==> src/rtl/grg_div_stage.sv <==
// One step of restoring division: one quotient bit.
module grg_div_stage #(
  parameter int unsigned DW = 34
) (
  input  logic [DW-1:0] rem_i,
  input  logic [DW-1:0] den_i,
  input  logic          nbit_i,
  output logic [DW-1:0] rem_o,
  output logic          q_o
);
  logic [DW:0] sh;
  always_comb begin
    sh = {rem_i, nbit_i};
    if (sh >= {1'b0, den_i}) begin
      rem_o = DW'(sh - {1'b0, den_i});
      q_o   = 1'b1;
    end else begin
      rem_o = DW'(sh);
      q_o   = 1'b0;
    end
  end
endmodule

==> config.mk <==
export PLATFORM = sky130hd
export DESIGN_NAME = grg_div_stage
export DESIGN_NICKNAME = d
export VERILOG_FILES = /design/src/rtl/grg_div_stage.sv
export SDC_FILE = /design/constraint.sdc
export NUM_CORES = 1
export LEC_CHECK = 0
export ABC_CLOCK_PERIOD_IN_PS = 3200
export BUFFER_PORTS_ARGS = -buffer_cell sky130_fd_sc_hd__buf_4
export CAP_MARGIN = 40
export CORE_AREA = 2 2 76 78
export DETAILED_ROUTE_END_ITERATION = 12
export DIE_AREA = 0 0 78 80
export PLACE_DENSITY_LB_ADDON = 0.12
export SLEW_MARGIN = 20
export SYNTH_ARGS = -nofsm -noshare
export SYNTH_HDL_FRONTEND = slang
export SYNTH_SLANG_ARGS = --single-unit
export TNS_END_PERCENT = 1
==> constraint.sdc <==
create_clock -name vclk -period 3.2
set_clock_uncertainty 0.1 [all_clocks]
set_input_delay 0.64 -clock vclk [all_inputs]
set_output_delay 0.64 -clock vclk [all_outputs]
set_load 0.02 [all_outputs]
==> flow_metrics.py <==
metrics = {
    "timing": {
        "slew_viol_final": 0,
        "relSlewSlack": 0.708,
        "layout_worst_path_cycle_share": 1.14,
        "max_freq_ghz": 0.275,
        "rsz0062_at_grt": "true",
        "fin_crit_ns": 3.64,
        "setup_tns_ns": -12.04,
        "setup_violations": 35,
        "tightestPinTransition_ns": 0.438,
        "hold_viol_final": 0,
        "setup_slack_ns": -0.439,
    },
    "place": {
        "dpl.hpwl_um": 6960,
        "port_buffers": 104,
        "routabilityCongestion": 0.897,
        "place_inst": 649,
    },
    "yosys": {
        "seq_area_frac_synth": 0,
        "synth.area.top_cells": "ha_1, nand2_1, a21oi_1",
        "syn_area_sq_um": 2480,
        "synth_fp_nets": 484,
        "synth.largest_area_cell": "ha_1",
        "avgSynthCellArea_sq_um": 6.52,
        "yosysWarnings": 0,
        "syn_inst": 380,
        "yosysTopAreaCellShare": 0.172,
        "synth_cell_type_count": 55,
    },
    "finish": {
        "nFlopsAndLatches": 0,
        "nFillCells": 328,
        "syn_to_final_growth_pct": 86.8,
        "nNetsFinal": 685,
        "clock_buffers": 0,
        "layout_commonest_cell": "buf_4",
        "final_cells": 651,
        "regArea_sq_um": 0,
        "fin_util": 0.856,
        "antenna_cells": 0,
        "drive_above_1_share": 0.530,
        "final_cell_mix": "buf_4, nand2_1, inv_1, o21ai_2, buf_6",
    },
    "detailed_routing": {
        "vias": 3448,
        "post_drt_wl_per_cell_um": 13.9,
        "drt_iter0_markers": 130,
        "dr.pass1.iters": 5,
        "avgViaCountPerCell": 5.30,
        "drc": 0,
        "drt_wl_total_um": 9060,
        "ant_nets": 0,
    },
    "critical_path": {
        "path_delay_family": "compound AO/OA/AOI/OAI gates",
        "crit_path_cell_trace": "buf_4 > ha_4 > a21o_1 > or3_4 > o21bai_4 > o21ai_4 > a32oi_2 > and2_4 > buf_4 > mux2_4 > buf_4",
        "required_ns": 2.46,
        "crit_top_cell": "buf_4",
        "cp.arrival_ns": 2.90,
        "path_buf_inv": 3,
        "end_kind": "primary output",
        "critPathMaxFanout": 6,
        "cpMaxStageDelayCell": "or3_4",
        "critPathMaxStageDelay_ns": 0.35,
        "worstSetupPathType": "in2out",
        "crit_path_start_kind": "input port",
    },
    "power_and_ir_drop": {
        "leakage_nw": 2.29,
        "peakVddDrop_v": 0.000182,
        "p_per_area_nw_per_um2": 260,
        "power_mw": 1.20,
    },
    "outcome": {
        "failed_checks": "negative setup slack",
        "status": "complete, but fails checks",
    },
    "job": {
        "maxCapViolations": 0,
    },
    "floorplan": {
        "num_rows": 27,
        "die_x_um": 78,
        "die_h_um": 80,
        "io_pins": 104,
        "die_area_sq_um": 6240,
        "start_util": 0.458,
        "coreArea_sq_um": 5410,
    },
    "worst_hold_path": {
        "min_from": "rem_i[10]",
        "min_path_type": "in2out",
        "min_to": "rem_o[11]",
        "whs_path_depth": 4,
    },
    "global_routing": {
        "grt_usage": 0.268,
        "grt_pass1_wl_um": 14200,
        "grt_pass1_vias": 3280,
        "overflow": 0,
        "grt_max_degree": 29,
        "antenna_found_initial": 0,
    },
    "clock_network": {
        "holdBufCountCts": 0,
    },
}
==> layer usage <==
metal | track usage | routed length, um
met2 | 0.543 | 4820
met4 | 0.0333 | 132
met1 | 0.319 | 3870
met5 | 0 | 0
met3 | 0.00566 | 244
==> per-stage QoR <==
stage	hold WS [ns]	worst slack, ns	cell area (sq um)
2_1_floorplan	1.30	-0.266	2640
3_3_place_gp	1.48	-0.585	4220
3_5_place_dp	1.48	-0.672	4220
4_1_cts	1.48	-0.488	4450
5_1_grt	1.49	-0.579	4630
6_report	1.48	-0.439	4630
==> power by group <==
part / internal (mW) / switching (mW) / leakage (nW) / total (mW)
registers: 0 / 0 / 0 / 0
clock network: 0 / 0 / 0 / 0
logic: 0.615 / 0.588 / 2.29 / 1.20
total: 0.615 / 0.588 / 2.29 / 1.20
==> area by class of cell <==
type / count / area, sq um / area share
Inverter: 42 / 158 / 0.0341
Multi-Input combinational cell: 323 / 2620 / 0.567
Tap cell: 72 / 90.1 / 0.0195
Timing Repair Buffer: 214 / 1760 / 0.380
==> worst max path at each step <==
stage	startpoint	endpoint	slack, ns	depth (start not counted)
after floorplan	nbit_i	rem_o[30]	-0.27	12
after global placement	nbit_i	rem_o[26]	-0.58	14
final	rem_i[3]	rem_o[1]	-0.44	11
after detailed placement	nbit_i	rem_o[30]	-0.67	14
after CTS	nbit_i	rem_o[32]	-0.49	14
after global routing	nbit_i	rem_o[20]	-0.58	15
==> worst min-delay path, cell delays in order <==
cell and delay (ns):
buf_4 0.08, nand2_1 0.05, o21ai_2 0.06, buf_6 0.11
==> cells by family (layout without fill, tap and decap cells) <==
| family | after synthesis | count (layout) | share of synthesized area |
|---|---|---|---|
| AO/OA/AOI/OAI | 137 | 137 | 0.363 |
| AND/OR/NAND/NOR | 119 | 119 | 0.229 |
| buffers and inverters | 57 | 256 | 0.113 |
| adder cells (fa/ha/maj) | 35 | 35 | 0.180 |
| XOR/XNOR | 30 | 30 | 0.106 |
| multiplexers | 2 | 2 | 0.00859 |
==> what timing repair did <==
item / CTS / global route
gates cloned: 1 / 0
endpoints found under the hold margin: 0 / 0
buffers inserted: 1 / 0
pin swaps: 10 / 9
resized for setup: 41 / 31
setup endpoints to repair: 35 / 35
==> synthesized netlist by cell type (6+ instances only) <==
library cell / instances
and3_1: 7
xor2_1: 18
nor3_1: 6
inv_1: 42
nand2b_1: 6
o21ai_2: 8
ha_1: 34
o21bai_1: 7
a21oi_1: 33
nand2_1: 48
o21ai_1: 17
nand4_1: 8
nand2_2: 8
o21ai_0: 23
nor2_1: 19
a21o_1: 15
xnor2_1: 12
Note: power is estimated with default switching activity, not from simulation.
