### src/rtl/grg_pkg.sv
package grg_pkg;

  localparam int unsigned InW   = 32;
  localparam int unsigned SqW   = 64;
  localparam int unsigned RootW = 32;
  localparam int unsigned RW    = 33;
  localparam int unsigned CsW   = 32;
  localparam int unsigned ZW    = 32;
  localparam int unsigned FracCs = 30;
  localparam int unsigned DivNumW = 64;
  localparam int unsigned QW = 34;

  typedef enum logic [1:0] {
    CaseBZero = 2'd0,
    CaseAZero = 2'd1,
    CaseGen   = 2'd2
  } case_e;

  typedef struct packed {
    case_e     kind;
    logic      a_big;
    logic      neg_r;
    logic      neg_c;
    logic      neg_s;
    logic [InW-1:0] a_raw;
    logic [InW-1:0] b_raw;
  } side_t;

endpackage

### src/rtl/grg_sqrt_stage.sv
// One step of the restoring square root: two radicand bits per step.
module grg_sqrt_stage (
  input  logic [grg_pkg::SqW-1:0]   rem_i,
  input  logic [grg_pkg::RootW:0]   res_i,
  input  logic [grg_pkg::SqW-1:0]   rad_i,
  output logic [grg_pkg::SqW-1:0]   rem_o,
  output logic [grg_pkg::RootW:0]   res_o,
  output logic [grg_pkg::SqW-1:0]   rad_o
);
  import grg_pkg::*;
  logic [SqW+1:0] trial;
  logic [SqW+1:0] rem_sh;
  always_comb begin
    rem_sh = {rem_i, rad_i[SqW-1 -: 2]};
    trial  = {{(SqW-RootW-1){1'b0}}, res_i, 2'b01};
    if (rem_sh >= trial) begin
      rem_o = SqW'(rem_sh - trial);
      res_o = {res_i[RootW-1:0], 1'b1};
    end else begin
      rem_o = SqW'(rem_sh);
      res_o = {res_i[RootW-1:0], 1'b0};
    end
    rad_o = {rad_i[SqW-3:0], 2'b00};
  end
endmodule

### config.mk
export PLATFORM = sky130hd
export DESIGN_NAME = grg_sqrt_stage
export DESIGN_NICKNAME = d
export VERILOG_FILES = /design/src/rtl/grg_pkg.sv /design/src/rtl/grg_sqrt_stage.sv
export SDC_FILE = /design/constraint.sdc
export NUM_CORES = 1
export LEC_CHECK = 0
export BUFFER_PORTS_ARGS = -buffer_cell sky130_fd_sc_hd__buf_2
export CAP_MARGIN = 20
export CELL_PAD_IN_SITES_DETAIL_PLACEMENT = 1
export CELL_PAD_IN_SITES_GLOBAL_PLACEMENT = 1
export CORE_AREA = 2 2 130 132
export DETAILED_ROUTE_END_ITERATION = 10
export DIE_AREA = 0 0 132 134
export PLACE_DENSITY = 0.91
export SLEW_MARGIN = 20
export SYNTH_ARGS = -nofsm -noshare
export SYNTH_HDL_FRONTEND = slang
export SYNTH_SLANG_ARGS = --single-unit
### constraint.sdc
create_clock -name vclk -period 6.9
set_clock_uncertainty 0.15 [all_clocks]
set_input_delay 0 -clock vclk [all_inputs]
set_output_delay 0 -clock vclk [all_outputs]
set_load 0.01 [all_outputs]
==> impl_metrics.csv <==
group,metric,value,unit
grt,grt_util_all_layers,0.169,
synth,xor_xnor_portion_of_the_synthesized_cell_area,0.125,
outcome,outcome,"completed",
power,static-leakage-power,2.34,nW
cts,cts_setup_buffers,0,
sta,min_period_over_period,0.564,
synth,synth.area.mux_share,0.00281,
final_layout,syn_to_final_growth,25.4,%
floorplanning,core-area,16300,um2
synth,dominant_combinational_cell_family_by_area_after_synthesis,"simple AND/OR/NAND/NOR gates",
sta,max_freq,257,MHz
synth,synth_commonest_cells,"sky130_fd_sc_hd__buf_4 (97), sky130_fd_sc_hd__nand2_1 (75), sky130_fd_sc_hd__o21ai_0 (52), sky130_fd_sc_hd__a21oi_1 (43), sky130_fd_sc_hd__inv_1 (43)",
final_layout,multi_input_gate_area_in_the_final_layout,2980,um2
placement,detailed_place_hpwl,13200,um
worst_hold_path,instance_count_along_the_most_critical_hold_path,2,
floorplanning,die_w,132,um
floorplanning,dieHeight,134,um
final_layout,area_occupied_by_registers,0,um2
sta,finalWorstPathRequiredPeriod,3.89,ns
worst_hold_path,hold_crit_endpoint,"res_o[10]",
sta,setup_tns,0,ns
floorplanning,dieArea,17700,um2
route,postRouteAntennaNets,0,
placement,port-buffer-count,196,
final_layout,post_route_cells_drive_above_1_share,0.289,
sta,setup_violations,0,
synth,adder_cell_share_of_the_synthesized_area,0.109,
synth,synthesized_area_fraction_occupied_by_ao_oa_aoi_and_oai_cells,0.229,
synth,netlist.top_cell.by_area,"sky130_fd_sc_hd__buf_4",
synth,synth_most_common_cell,"sky130_fd_sc_hd__buf_4",
setup_path,cp_data_required_time,6.75,ns
setup_path,crit_path_start_kind,"input port",
route,routedWlPerCell,16.9,um
grt,grt_pass1_wl,25000,um
synth,mean_syn_cell_area,6.47,um2
route,route.detailed.drc,0,
placement,place.detailed.instances,916,
sta,grt_setup_unrepaired,"no",
power,power.density,87.2,nW/um2
sta,hold_viol_final,0,
setup_path,crit_start,"res_i[0]",
sta,post-route-worst-setup-slack,3.01,ns
setup_path,timing.critical_path.arrival,3.74,ns
synth,yosysTopAreaCellShare,0.182,
worst_hold_path,worst_hold_startpoint,"res_i[9]",
setup_path,worst-path-max-fanout,63,
synth,yosys_warnings,0,
setup_path,crit_path_category,"in2out",
route,drt_first_iter_violations,174,
synth,synth.area.top_cells,"sky130_fd_sc_hd__buf_4 (18%), sky130_fd_sc_hd__ha_1 (11%), sky130_fd_sc_hd__nand2_1 (7.0%)",
final_layout,num-nets-final,956,
synth,simple_gate_area_share_of_the_yosys_netlist,0.273,
worst_hold_path,hold_path_class,"in2out",
setup_path,worst_setup_path_end_kind,"output port",
grt,grt-ovfl-total,0,
placement,routabilityCongestion,0.881,
placement,dp_worst_setup_slack,2.57,ns
final_layout,fillCellCount,2129,
final_layout,final_cell_count_no_fill,978,
route,route.vias.total,4847,
run,maxCapViolations,0,
final_layout,n_clock_buffer,0,
route,drt_first_pass_iters,4,
grt,via_count_of_the_first_global_routing_pass,4912,
grt,grt_start_max_net_pins,64,
power,finalPower,0.000438,W
synth,synth.cell_area,4010,um2
route,routed_wl,16500,um
floorplanning,boundaryPins,322,
sta,final_max_slew_viol_count,0,
final_layout,seq_cell_count,0,
sta,worst-slew-pin-transition,0.771,ns
floorplanning,core.rowCount,47,
power,maximum_vdd_drop,38.4,uV
sta,maxSlewHeadroom,0.483,
final_layout,antenna_cells_inserted,0,
grt,grt_antenna_before_repair,0,
synth,netlist_instances,620,
synth,seq_area_frac_synth,0,
route,drt-vias-per-instance,4.96,
synth,synth.distinct_cells,62,
floorplanning,starting_density_of_the_core,0.246,
-- worst max-delay path by stage --
stage,endpoint,cells after the start
after floorplan,rem_o[39],11
after global placement,rem_o[46],13
after detailed placement,rem_o[46],13
after CTS,rem_o[46],13
after global routing,rem_o[47],14
final,rem_o[45],14
-- power by group --
part | total (W) | internal (W) | switching (W)
combinational | 0.000438 | 0.000184 | 0.000255
clock | 0 | 0 | 0
sequential | 0 | 0 | 0
-- layout make-up --
cell class                      count  share of cell area
Inverter                           44              0.0329
Multi-Input combinational cell    455               0.592
Tap cell                          220              0.0548
Timing Repair Buffer              259               0.320
-- cell families after synthesis --
kind of cell	Yosys count
compound gates	151
xor+xnor	57
fa+ha+maj	35
buf+inv	166
mux	1
other cells	1
simple gates	209
-- stage by stage --
stage	utilization	cell area, um2	hold WS [ns]
after floorplan	-	4010	-0.0699
after detailed placement	0.270	4400	-0.150
after global routing	0.309	5030	0.0618
after global placement	0.270	4400	-0.150
final	0.309	5030	0.0493
after CTS	0.308	5020	0.0499
-- repair_timing --
action                    4_1_cts  5_1_grt
gates resized for setup         0        0
hold buffers                   62        0
hold endpoints to repair       62        0
-- placed cells by master (no fill, tap or decap), types with 8 or more instances in the layout --
master and instances:
sky130_fd_sc_hd__dlygate4sd3_1 62, sky130_fd_sc_hd__inv_1 43, sky130_fd_sc_hd__nor2_1 32, sky130_fd_sc_hd__xnor2_1 27
sky130_fd_sc_hd__buf_2 196, sky130_fd_sc_hd__nor3_1 18, sky130_fd_sc_hd__a21oi_1 43, sky130_fd_sc_hd__nand2b_1 9
sky130_fd_sc_hd__nand2_1 75, sky130_fd_sc_hd__xor2_1 30, sky130_fd_sc_hd__nor4_1 8, sky130_fd_sc_hd__o21ai_0 52
sky130_fd_sc_hd__nand4_1 12, sky130_fd_sc_hd__nand3_1 12, sky130_fd_sc_hd__ha_1 35
-- critical path, cell delays in order --
cell,delay [ns]
sky130_fd_sc_hd__buf_2,0.09
sky130_fd_sc_hd__inv_1,0.04
sky130_fd_sc_hd__ha_1,0.32
sky130_fd_sc_hd__nor2b_1,0.16
sky130_fd_sc_hd__o31a_1,0.30
sky130_fd_sc_hd__o211ai_1,0.28
sky130_fd_sc_hd__a21oi_1,0.14
sky130_fd_sc_hd__or3_1,0.44
sky130_fd_sc_hd__o21ai_0,0.47
sky130_fd_sc_hd__and2_4,0.68
sky130_fd_sc_hd__buf_4,0.37
sky130_fd_sc_hd__nor3_1,0.10
sky130_fd_sc_hd__xor2_1,0.17
sky130_fd_sc_hd__buf_2,0.15
-- per-layer routing --
layer  up-vias  GRT usage  share of wire
met2       210      0.330           0.52
met5         -          0              0
met4         0     0.0175         0.0072
li1       2331          -              -
met3        10     0.0159          0.056
met1      2296      0.205           0.41
No activity file was read; power rests on OpenSTA's default activity.
